--- config.mk ---
export PLATFORM = sky130hd
export DESIGN_NAME = ws2812_multichannel_serializer_core_flat
export DESIGN_NICKNAME = d
export VERILOG_FILES = /design/src/sv/wsms_pkg.sv /design/src/sv/wsms_ifs.sv /design/src/sv/ws2812_multichannel_serializer_core.sv /design/src/sv/wsms_cfg.sv /design/src/sv/wsms_lane.sv /design/src/sv/wsms_seq.sv /design/src/flat_wrapper.sv
export SDC_FILE = /design/constraint.sdc
export NUM_CORES = 1
export LEC_CHECK = 0
export ABC_AREA = 1
export BUFFER_PORTS_ARGS = -buffer_cell sky130_fd_sc_hd__buf_2
export CAP_MARGIN = 20
export CORE_MARGIN = 2
export CORE_UTILIZATION = 52
export CTS_CLUSTER_DIAMETER = 40
export DETAILED_ROUTE_END_ITERATION = 8
export PLACE_DENSITY = 0.76
export SETUP_SLACK_MARGIN = 0.1
export SYNTH_ARGS = -nofsm -noshare
export SYNTH_HDL_FRONTEND = slang
export SYNTH_SLANG_ARGS = --single-unit
--- constraint.sdc ---
create_clock -name clk -period 3.7 [get_ports clk]
set_input_delay 0.555 -clock clk [delete_from_list [all_inputs] [get_ports clk]]
set_output_delay 0.555 -clock clk [all_outputs]
set_load 0.05 [all_outputs]
--- src/sv/wsms_pkg.sv ---
// Shared types and constants for the multichannel LED bit serializer.
package wsms_pkg;

    localparam int BYTE_W   = 8;
    localparam int IN_BYTES = 4;
    localparam int BYTES_W  = BYTE_W * IN_BYTES;
    localparam int PIN_W    = 4;
    localparam int BIT_W    = 3;
    localparam int TRAIL_W  = 11;
    localparam int PADDR_W  = 4;
    localparam int PDATA_W  = 32;

    localparam logic [BIT_W-1:0]  LAST_BIT = 3'd7;

    localparam logic [BYTE_W-1:0] SLOT_PERIOD_RST = 8'd29;
    localparam logic [BYTE_W-1:0] ONE_HIGH_RST    = 8'd17;
    localparam logic [BYTE_W-1:0] ZERO_HIGH_RST   = 8'd9;
    localparam logic [BYTE_W-1:0] TRAILER_RST     = 8'd32;

    localparam logic [1:0] REG_SLOT_PERIOD = 2'd0;
    localparam logic [1:0] REG_ONE_HIGH    = 2'd1;
    localparam logic [1:0] REG_ZERO_HIGH   = 2'd2;
    localparam logic [1:0] REG_TRAILER     = 2'd3;

    typedef enum logic [3:0] {
        PH_IDLE    = 4'b0001,
        PH_DATA    = 4'b0010,
        PH_TRAILER = 4'b0100,
        PH_STARVED = 4'b1000
    } phase_t;

    typedef struct packed {
        logic [BYTE_W-1:0] slot_period;
        logic [BYTE_W-1:0] one_high_ticks;
        logic [BYTE_W-1:0] zero_high_ticks;
        logic [BYTE_W-1:0] trailer_bytes;
    } cfg_t;

    typedef struct packed {
        logic               load;
        logic [BYTES_W-1:0] channel_bytes;
        logic               last_byte;
    } in_item_t;

    typedef struct packed {
        logic [PIN_W-1:0] pin_levels;
        logic             ready_res;
        logic             busy_res;
        logic             underrun;
        logic             frame_done;
    } out_item_t;

    // What the sequencer hands to every lane for the current tick.
    typedef struct packed {
        logic               data_active;
        logic [BIT_W-1:0]   bit_index;
        logic [BYTE_W-1:0]  tick_count;
        logic [BYTES_W-1:0] shift_bytes;
    } lane_ctrl_t;

    // Per-tick status from the sequencer.
    typedef struct packed {
        logic ready_res;
        logic busy_res;
        logic underrun;
        logic frame_done;
    } seq_status_t;

endpackage

--- src/sv/wsms_ifs.sv ---
// Valid/ready stream interfaces for tick requests and per-tick results.
interface wsms_in_if;
    import wsms_pkg::*;
    logic     valid;
    logic     ready;
    in_item_t data;
    modport source (output valid, output data, input ready);
    modport sink (input valid, input data, output ready);
endinterface

interface wsms_out_if;
    import wsms_pkg::*;
    logic      valid;
    logic      ready;
    out_item_t data;
    modport source (output valid, output data, input ready);
    modport sink (input valid, input data, output ready);
endinterface

--- src/sv/ws2812_multichannel_serializer_core.sv ---
// Top level: config port, sequencer, per-channel lanes, pin merge and result skid buffer.
// Each accepted tick's result is registered: in the output register, or in the skid if results stalls.
// Throughput: one tick request per cycle while the skid is empty; the sequencer updates all state
// on each accepted request, and the lanes compare in parallel, one comparator per lane.
// A two-entry output buffer (output register plus skid) keeps ticks flowing one stall deep.
// Reset (rst_n low, async): idle phase, empty holding buffer, registers at default timing.
module ws2812_multichannel_serializer_core #(
    parameter int CHANNELS = 4
) (
    input  logic                          clk,
    input  logic                          rst_n,
    wsms_in_if.sink                       ticks,
    wsms_out_if.source                    results,
    input  logic                          psel,
    input  logic                          penable,
    input  logic                          pwrite,
    input  logic [wsms_pkg::PADDR_W-1:0]  paddr,
    input  logic [wsms_pkg::PDATA_W-1:0]  pwdata,
    output logic [wsms_pkg::PDATA_W-1:0]  prdata,
    output logic                          pready
);
    import wsms_pkg::*;

    // Only channels carried by the input word and the pin vector get a lane.
    localparam int LANES = (CHANNELS < PIN_W) ? CHANNELS : PIN_W;

    cfg_t         cfg;
    lane_ctrl_t   ctl;
    seq_status_t  status;
    logic [PIN_W-1:0] pins;
    logic         step;
    out_item_t    res;

    out_item_t    out_data_reg;
    logic         out_valid_reg;
    out_item_t    skid_data_reg;
    logic         skid_valid_reg;
    logic         out_free;

    wsms_cfg u_cfg (
        .clk     (clk),
        .rst_n   (rst_n),
        .psel    (psel),
        .penable (penable),
        .pwrite  (pwrite),
        .paddr   (paddr),
        .pwdata  (pwdata),
        .prdata  (prdata),
        .pready  (pready),
        .cfg     (cfg)
    );

    assign ticks.ready = !skid_valid_reg;
    assign step        = ticks.valid && ticks.ready;

    wsms_seq u_seq (
        .clk    (clk),
        .rst_n  (rst_n),
        .step   (step),
        .item   (ticks.data),
        .cfg    (cfg),
        .ctl    (ctl),
        .status (status)
    );

    for (genvar g = 0; g < PIN_W; g++)
    begin : g_lane
        if (g < LANES)
        begin : g_on
            wsms_lane u_lane (
                .lane_byte (ctl.shift_bytes[g*BYTE_W +: BYTE_W]),
                .ctl       (ctl),
                .cfg       (cfg),
                .pin       (pins[g])
            );
        end
        else
        begin : g_off
            assign pins[g] = 1'b0;
        end
    end

    always_comb
    begin
        res.pin_levels = pins;
        res.ready_res  = status.ready_res;
        res.busy_res   = status.busy_res;
        res.underrun   = status.underrun;
        res.frame_done = status.frame_done;
    end

    assign out_free      = !out_valid_reg || results.ready;
    assign results.valid = out_valid_reg;
    assign results.data  = out_data_reg;

    always_ff @(posedge clk or negedge rst_n)
    begin
        if (!rst_n)
        begin
            out_valid_reg  <= 1'b0;
            skid_valid_reg <= 1'b0;
        end
        else if (out_free)
        begin
            if (skid_valid_reg)
            begin
                out_valid_reg  <= 1'b1;
                skid_valid_reg <= 1'b0;
            end
            else
            begin
                out_valid_reg <= step;
            end
        end
        else if (step)
        begin
            skid_valid_reg <= 1'b1;
        end
    end

    always_ff @(posedge clk)
    begin
        if (out_free)
        begin
            if (skid_valid_reg)
            begin
                out_data_reg <= skid_data_reg;
            end
            else if (step)
            begin
                out_data_reg <= res;
            end
        end
        else if (step)
        begin
            skid_data_reg <= res;
        end
    end

endmodule

--- src/sv/wsms_cfg.sv ---
// APB register file for slot timing and trailer length.
module wsms_cfg (
    input  logic                          clk,
    input  logic                          rst_n,
    input  logic                          psel,
    input  logic                          penable,
    input  logic                          pwrite,
    input  logic [wsms_pkg::PADDR_W-1:0]  paddr,
    input  logic [wsms_pkg::PDATA_W-1:0]  pwdata,
    output logic [wsms_pkg::PDATA_W-1:0]  prdata,
    output logic                          pready,
    output wsms_pkg::cfg_t                cfg
);
    import wsms_pkg::*;

    cfg_t       cfg_reg;
    cfg_t       cfg_next;
    logic [1:0] reg_sel;
    logic       wr_en;

    assign pready  = 1'b1;
    assign reg_sel = paddr[PADDR_W-1:2];
    assign wr_en   = psel && penable && pwrite && pready;
    assign cfg     = cfg_reg;

    always_comb
    begin
        cfg_next = cfg_reg;
        if (wr_en)
        begin
            unique case (reg_sel)
                REG_SLOT_PERIOD: cfg_next.slot_period     = pwdata[BYTE_W-1:0];
                REG_ONE_HIGH:    cfg_next.one_high_ticks  = pwdata[BYTE_W-1:0];
                REG_ZERO_HIGH:   cfg_next.zero_high_ticks = pwdata[BYTE_W-1:0];
                REG_TRAILER:     cfg_next.trailer_bytes   = pwdata[BYTE_W-1:0];
                default:         cfg_next = cfg_reg;
            endcase
        end
    end

    always_comb
    begin
        prdata = '0;
        unique case (reg_sel)
            REG_SLOT_PERIOD: prdata[BYTE_W-1:0] = cfg_reg.slot_period;
            REG_ONE_HIGH:    prdata[BYTE_W-1:0] = cfg_reg.one_high_ticks;
            REG_ZERO_HIGH:   prdata[BYTE_W-1:0] = cfg_reg.zero_high_ticks;
            REG_TRAILER:     prdata[BYTE_W-1:0] = cfg_reg.trailer_bytes;
            default:         prdata = '0;
        endcase
    end

    always_ff @(posedge clk or negedge rst_n)
    begin
        if (!rst_n)
        begin
            cfg_reg.slot_period     <= SLOT_PERIOD_RST;
            cfg_reg.one_high_ticks  <= ONE_HIGH_RST;
            cfg_reg.zero_high_ticks <= ZERO_HIGH_RST;
            cfg_reg.trailer_bytes   <= TRAILER_RST;
        end
        else
        begin
            cfg_reg <= cfg_next;
        end
    end

endmodule

--- src/sv/wsms_lane.sv ---
// One channel: picks the current bit and compares the tick count to its high time.
module wsms_lane (
    input  logic [wsms_pkg::BYTE_W-1:0] lane_byte,
    input  wsms_pkg::lane_ctrl_t        ctl,
    input  wsms_pkg::cfg_t              cfg,
    output logic                        pin
);
    import wsms_pkg::*;

    logic              bit_val;
    logic [BYTE_W-1:0] limit;

    // MSB first: bit index 0 selects bit 7
    assign bit_val = lane_byte[LAST_BIT - ctl.bit_index];
    assign limit   = bit_val ? cfg.one_high_ticks : cfg.zero_high_ticks;
    assign pin     = ctl.data_active && (ctl.tick_count < limit);

endmodule

--- src/sv/wsms_seq.sv ---
// Slot/bit/byte sequencer with holding buffer, starve handling and trailer count.
module wsms_seq (
    input  logic                    clk,
    input  logic                    rst_n,
    input  logic                    step,
    input  wsms_pkg::in_item_t      item,
    input  wsms_pkg::cfg_t          cfg,
    output wsms_pkg::lane_ctrl_t    ctl,
    output wsms_pkg::seq_status_t   status
);
    import wsms_pkg::*;

    phase_t              phase_reg, phase_next;
    logic [BYTE_W-1:0]   tick_reg, tick_next;
    logic [BIT_W-1:0]    bit_reg, bit_next;
    logic [BYTES_W-1:0]  shift_reg, shift_next;
    logic [BYTES_W-1:0]  held_bytes_reg;
    logic                held_valid_reg, held_valid_next;
    logic                held_last_reg, held_last_next;
    logic                cur_last_reg, cur_last_next;
    logic [TRAIL_W-1:0]  trail_reg, trail_next;

    logic                load_ok;
    logic                hv;
    logic [BYTES_W-1:0]  hb;
    logic                hl;
    logic                slot_end;
    logic [TRAIL_W-1:0]  trail_dec;
    logic                under;
    logic                done;

    assign load_ok = item.load && !held_valid_reg;
    assign hv      = held_valid_reg || load_ok;
    assign hb      = load_ok ? item.channel_bytes : held_bytes_reg;
    assign hl      = load_ok ? item.last_byte : held_last_reg;
    assign slot_end  = (tick_reg >= cfg.slot_period);
    assign trail_dec = (trail_reg != '0) ? trail_reg - 1'b1 : trail_reg;

    assign ctl.data_active = (phase_reg == PH_DATA);
    assign ctl.bit_index   = bit_reg;
    assign ctl.tick_count  = tick_reg;
    assign ctl.shift_bytes = shift_reg;

    assign status.ready_res  = !held_valid_reg;
    assign status.busy_res   = (phase_reg != PH_IDLE);
    assign status.underrun   = under;
    assign status.frame_done = done;

    always_comb
    begin
        phase_next      = phase_reg;
        tick_next       = tick_reg;
        bit_next        = bit_reg;
        shift_next      = shift_reg;
        held_valid_next = hv;
        held_last_next  = hl;
        cur_last_next   = cur_last_reg;
        trail_next      = trail_reg;
        under           = 1'b0;
        done            = 1'b0;

        unique case (phase_reg) inside
            PH_IDLE:
            begin
                if (hv)
                begin
                    shift_next      = hb;
                    cur_last_next   = hl;
                    held_valid_next = 1'b0;
                    phase_next      = PH_DATA;
                    bit_next        = '0;
                    tick_next       = '0;
                end
            end
            PH_DATA, PH_TRAILER, PH_STARVED:
            begin
                if (!slot_end)
                begin
                    tick_next = tick_reg + 1'b1;
                end
                else
                begin
                    tick_next = '0;
                    if (phase_reg == PH_TRAILER)
                    begin
                        trail_next = trail_dec;
                        if (trail_dec == '0)
                        begin
                            phase_next = PH_IDLE;
                            done       = 1'b1;
                        end
                    end
                    else if (bit_reg == LAST_BIT)
                    begin
                        // byte boundary
                        if (phase_reg == PH_DATA && cur_last_reg)
                        begin
                            trail_next    = {cfg.trailer_bytes, 3'b000};
                            cur_last_next = 1'b0;
                            if (cfg.trailer_bytes == '0)
                            begin
                                phase_next = PH_IDLE;
                                done       = 1'b1;
                            end
                            else
                            begin
                                phase_next = PH_TRAILER;
                            end
                        end
                        else if (hv)
                        begin
                            shift_next      = hb;
                            cur_last_next   = hl;
                            held_valid_next = 1'b0;
                            phase_next      = PH_DATA;
                            bit_next        = '0;
                        end
                        else
                        begin
                            phase_next = PH_STARVED;
                            bit_next   = '0;
                            under      = 1'b1;
                        end
                    end
                    else
                    begin
                        bit_next = bit_reg + 1'b1;
                    end
                end
            end
            default:
            begin
                phase_next = PH_IDLE;
            end
        endcase
    end

    always_ff @(posedge clk or negedge rst_n)
    begin
        if (!rst_n)
        begin
            phase_reg      <= PH_IDLE;
            tick_reg       <= '0;
            bit_reg        <= '0;
            shift_reg      <= '0;
            held_valid_reg <= 1'b0;
            held_last_reg  <= 1'b0;
            cur_last_reg   <= 1'b0;
            trail_reg      <= '0;
        end
        else if (step)
        begin
            phase_reg      <= phase_next;
            tick_reg       <= tick_next;
            bit_reg        <= bit_next;
            shift_reg      <= shift_next;
            held_valid_reg <= held_valid_next;
            held_last_reg  <= held_last_next;
            cur_last_reg   <= cur_last_next;
            trail_reg      <= trail_next;
        end
    end

    always_ff @(posedge clk)
    begin
        if (step && load_ok)
        begin
            held_bytes_reg <= item.channel_bytes;
        end
    end

endmodule

--- src/flat_wrapper.sv ---
// flat-port wrapper written by rule: the top's interface ports become plain ports
module ws2812_multichannel_serializer_core_flat import wsms_pkg::*;
#(
    parameter int CHANNELS = 4
)
  (clk, rst_n, psel, penable, pwrite, paddr, pwdata, prdata, pready, ticks_valid, ticks_data, ticks_ready, results_valid, results_data, results_ready);
  wsms_in_if ticks_i ();
  wsms_out_if results_i ();
  input  logic clk;
  input  logic rst_n;
  input  logic psel;
  input  logic penable;
  input  logic pwrite;
  input  logic [wsms_pkg::PADDR_W-1:0] paddr;
  input  logic [wsms_pkg::PDATA_W-1:0] pwdata;
  output logic [wsms_pkg::PDATA_W-1:0] prdata;
  output logic pready;
  input wire logic [$bits(ticks_i.valid)-1:0] ticks_valid;
  input wire logic [$bits(ticks_i.data)-1:0] ticks_data;
  output wire logic [$bits(ticks_i.ready)-1:0] ticks_ready;
  output wire logic [$bits(results_i.valid)-1:0] results_valid;
  output wire logic [$bits(results_i.data)-1:0] results_data;
  input wire logic [$bits(results_i.ready)-1:0] results_ready;
  assign ticks_i.valid = ticks_valid;
  assign ticks_i.data = ticks_data;
  assign ticks_ready = ticks_i.ready;
  assign results_valid = results_i.valid;
  assign results_data = results_i.data;
  assign results_i.ready = results_ready;
  ws2812_multichannel_serializer_core #(.CHANNELS(CHANNELS)) u_core (.clk(clk), .rst_n(rst_n), .ticks(ticks_i), .results(results_i), .psel(psel), .penable(penable), .pwrite(pwrite), .paddr(paddr), .pwdata(pwdata), .prdata(prdata), .pready(pready));
endmodule
==> impl_metrics.json <==
{
  "min_path_type": "in2async",
  "fp.dieH_um": 132,
  "post-route-min-period_ps": 3110,
  "preCtsSetupSlack_ps": 674,
  "synth_edf_count": 48,
  "synthDistinctLibCells": 48,
  "routedWlPerCell_um": 14.4,
  "synthTopCellsByCount": "269 x nand2_1, 130 x inv_1, 85 x dfrtp_1, 83 x o21ai_0, 58 x nand3_1",
  "synth-xor-area-share_pct": 1.03,
  "clk_latency_ps": 430,
  "fin_tns_setup_ps": 0,
  "yosysWarningCount": 0,
  "postCtsHoldBufs": 0,
  "grt_max_degree": 66,
  "synthArstFlopShare_pct": 66.4,
  "drive_gt1_share_pct": 19.4,
  "startpoint": "u_core.u_seq.bit_reg[1]",
  "synth_top_area_share_pct": 24.9,
  "cts_max_path_buffers": 2,
  "netlist_area_um2": 8540,
  "avgSynthCellArea_um2": 8.58,
  "final_util_pct": 59.8,
  "nNetsFinal": 1175,
  "diodes": 0,
  "coreArea_um2": 15900,
  "pwr_density_cell_nw_per_um2": 758,
  "r2r_start": "u_core.u_seq.bit_reg[1]",
  "drt_iter0_drc": 519,
  "synth_top_family_by_area": "simple AND/OR/NAND/NOR gates",
  "grt_pass1_wl_mm": 31.4,
  "antenna_found_initial": 0,
  "cts.htree.levels": 4,
  "layout_setup_ws_ps": 593,
  "first_pass_iters": 6,
  "rows": 46,
  "rsz0062_at_grt": "false",
  "path_max_fanout": 15,
  "grt.total_usage_pct": 22.4,
  "clock_skew_ps": 12.6,
  "setup_viol": 0,
  "cts_tree": "done",
  "numCtsBuffers": 17,
  "arrival_ps": 3370,
  "antenna_left": 0,
  "grt_overflow": 0,
  "startpoint_type": "flip-flop",
  "holdWs_ps": 103,
  "hold_viol": 0,
  "post_cts_buffers": 0,
  "synthAdderAreaFrac_pct": 5.86,
  "cp-end-kind": "flip-flop",
  "fmax_ghz": 0.322,
  "drv_slew": 0,
  "p_leak_nw": 4.61,
  "boundaryPins": 120,
  "period_share_pct": 84.0,
  "start_util_pct": 53.6,
  "synthFlopType": "dfrtp_1",
  "dieArea_um2": 17500,
  "worstPathRequired_ps": 3960,
  "cts_sinks": 143,
  "synth_seq_area_share_pct": 44.9,
  "synth_most_common_cell": "nand2_1",
  "yosys-top-cells-area": "dfrtp_1 25%, edfxtp_1 17%, nand2_1 12%, ha_1 5.9%, inv_1 5.7%",
  "drv_cap": 0,
  "postPlaceCellArea_um2": 8930,
  "crit_type": "reg2reg",
  "max_slew_margin_pct": 36.2,
  "synth.largest_area_cell": "dfrtp_1",
  "cts_resized": 0,
  "fp.dieW_um": 132,
  "io_buffers": 68,
  "status": "completed",
  "vdd_drop_max_mv": 0.421,
  "num_vias": 6732,
  "yosys.area_share.simple_pct": 20.6,
  "clk_pin_slew_ps": 60,
  "drc": 0,
  "dpl.hpwl_mm": 13.5,
  "ys_ff_latch": 143,
  "tightest_slew_ps": 948,
  "synthToLayoutAreaGrowth_pct": 11.6,
  "synth-compound-area-share_pct": 16.4,
  "netlist_instances": 995,
  "wl_mm": 18.5,
  "grt_pass1_vias": 6460,
  "globalplace.congestion": 0.888,
  "synth.mux.area_fraction_pct": 0.117,
  "vias_per_cell": 5.23,
  "stdcell_area_um2": 9540,
  "cts_root_buf": "clkbuf_16"
}
[worst max-delay path: stages (launching register included)]
cell and delay (ps):
dfrtp_1 570, clkinv_1 350, nand3_1 180, nand3_1 120, nand2_1 370, o21ai_0 150
ha_1 330, a21oi_1 150, nor2_1 50, a2111oi_0 430, a21boi_0 240
[final cells by class]
class	instances	area, um2
multi-input combinational	676	3860
inverter	143	539
clock inverter	15	185
clock buffer	17	425
tap	216	270
timing repair buffer	77	423
sequential	143	3830
fill	1375	6410
[through the flow]
step           cells  total power, mW
4_1_cts         1287             7.26
5_1_grt         1287             7.82
3_5_place_dp    1255             5.46
3_3_place_gp    1255             5.36
6_report        1287             7.23
2_1_floorplan   1018             4.84
[final timing paths]
path	to	slack, ps	depth (start not counted)
worst max-delay path	u_core.skid_data_reg[6]	590	10
worst min-delay path	u_core.u_seq.tick_reg[5]	100	1
worst max register to register	u_core.skid_data_reg[6]	590	10
worst min register to register	u_core.u_cfg.cfg[12]	490	2
max in group asynchronous	u_core.u_cfg.cfg[16]	2790	2
min in group clk	u_core.u_seq.held_bytes_reg[4]	320	1
[metal layers]
metal,global-route usage [%],routed length [um]
met1,30.5,8530
met2,35.2,8590
met3,3.88,971
met4,9.78,448
met5,0,0
[placed cells by master, fill, tap and decap left out, types with 9 or more instances in the layout]
cell | synthesis | layout
o21ai_0 | 83 | 83
clkbuf_16 | 0 | 17
dfstp_2 | 10 | 10
ha_1 | 40 | 40
o21ai_2 | 28 | 28
xor2_1 | 10 | 10
inv_2 | 10 | 10
buf_2 | 8 | 67
nor2_1 | 43 | 42
o211ai_2 | 27 | 27
inv_1 | 130 | 130
edfxtp_1 | 48 | 48
nand3_1 | 58 | 58
buf_4 | 26 | 9
conb_1 | 2 | 25
dfrtp_1 | 85 | 85
o211ai_1 | 11 | 11
nand2_1 | 269 | 268
a21oi_1 | 15 | 15
[report_power, final]
group / internal [mW] / total (mW) / switching (mW)
Combinational: 1.04 / 3.15 / 2.11
Clock: 1.07 / 1.76 / 0.695
Sequential: 2.07 / 2.31 / 0.243
[cell families (layout without fill, tap and decap cells)]
group | Yosys count | after routing
buf+inv | 199 | 252
mux | 1 | 1
fa+ha+maj | 40 | 40
compound gates | 195 | 195
xor+xnor | 10 | 10
other cells | 2 | 25
flops | 143 | 143
simple gates | 405 | 405
Power figures use the tool's default switching activity.
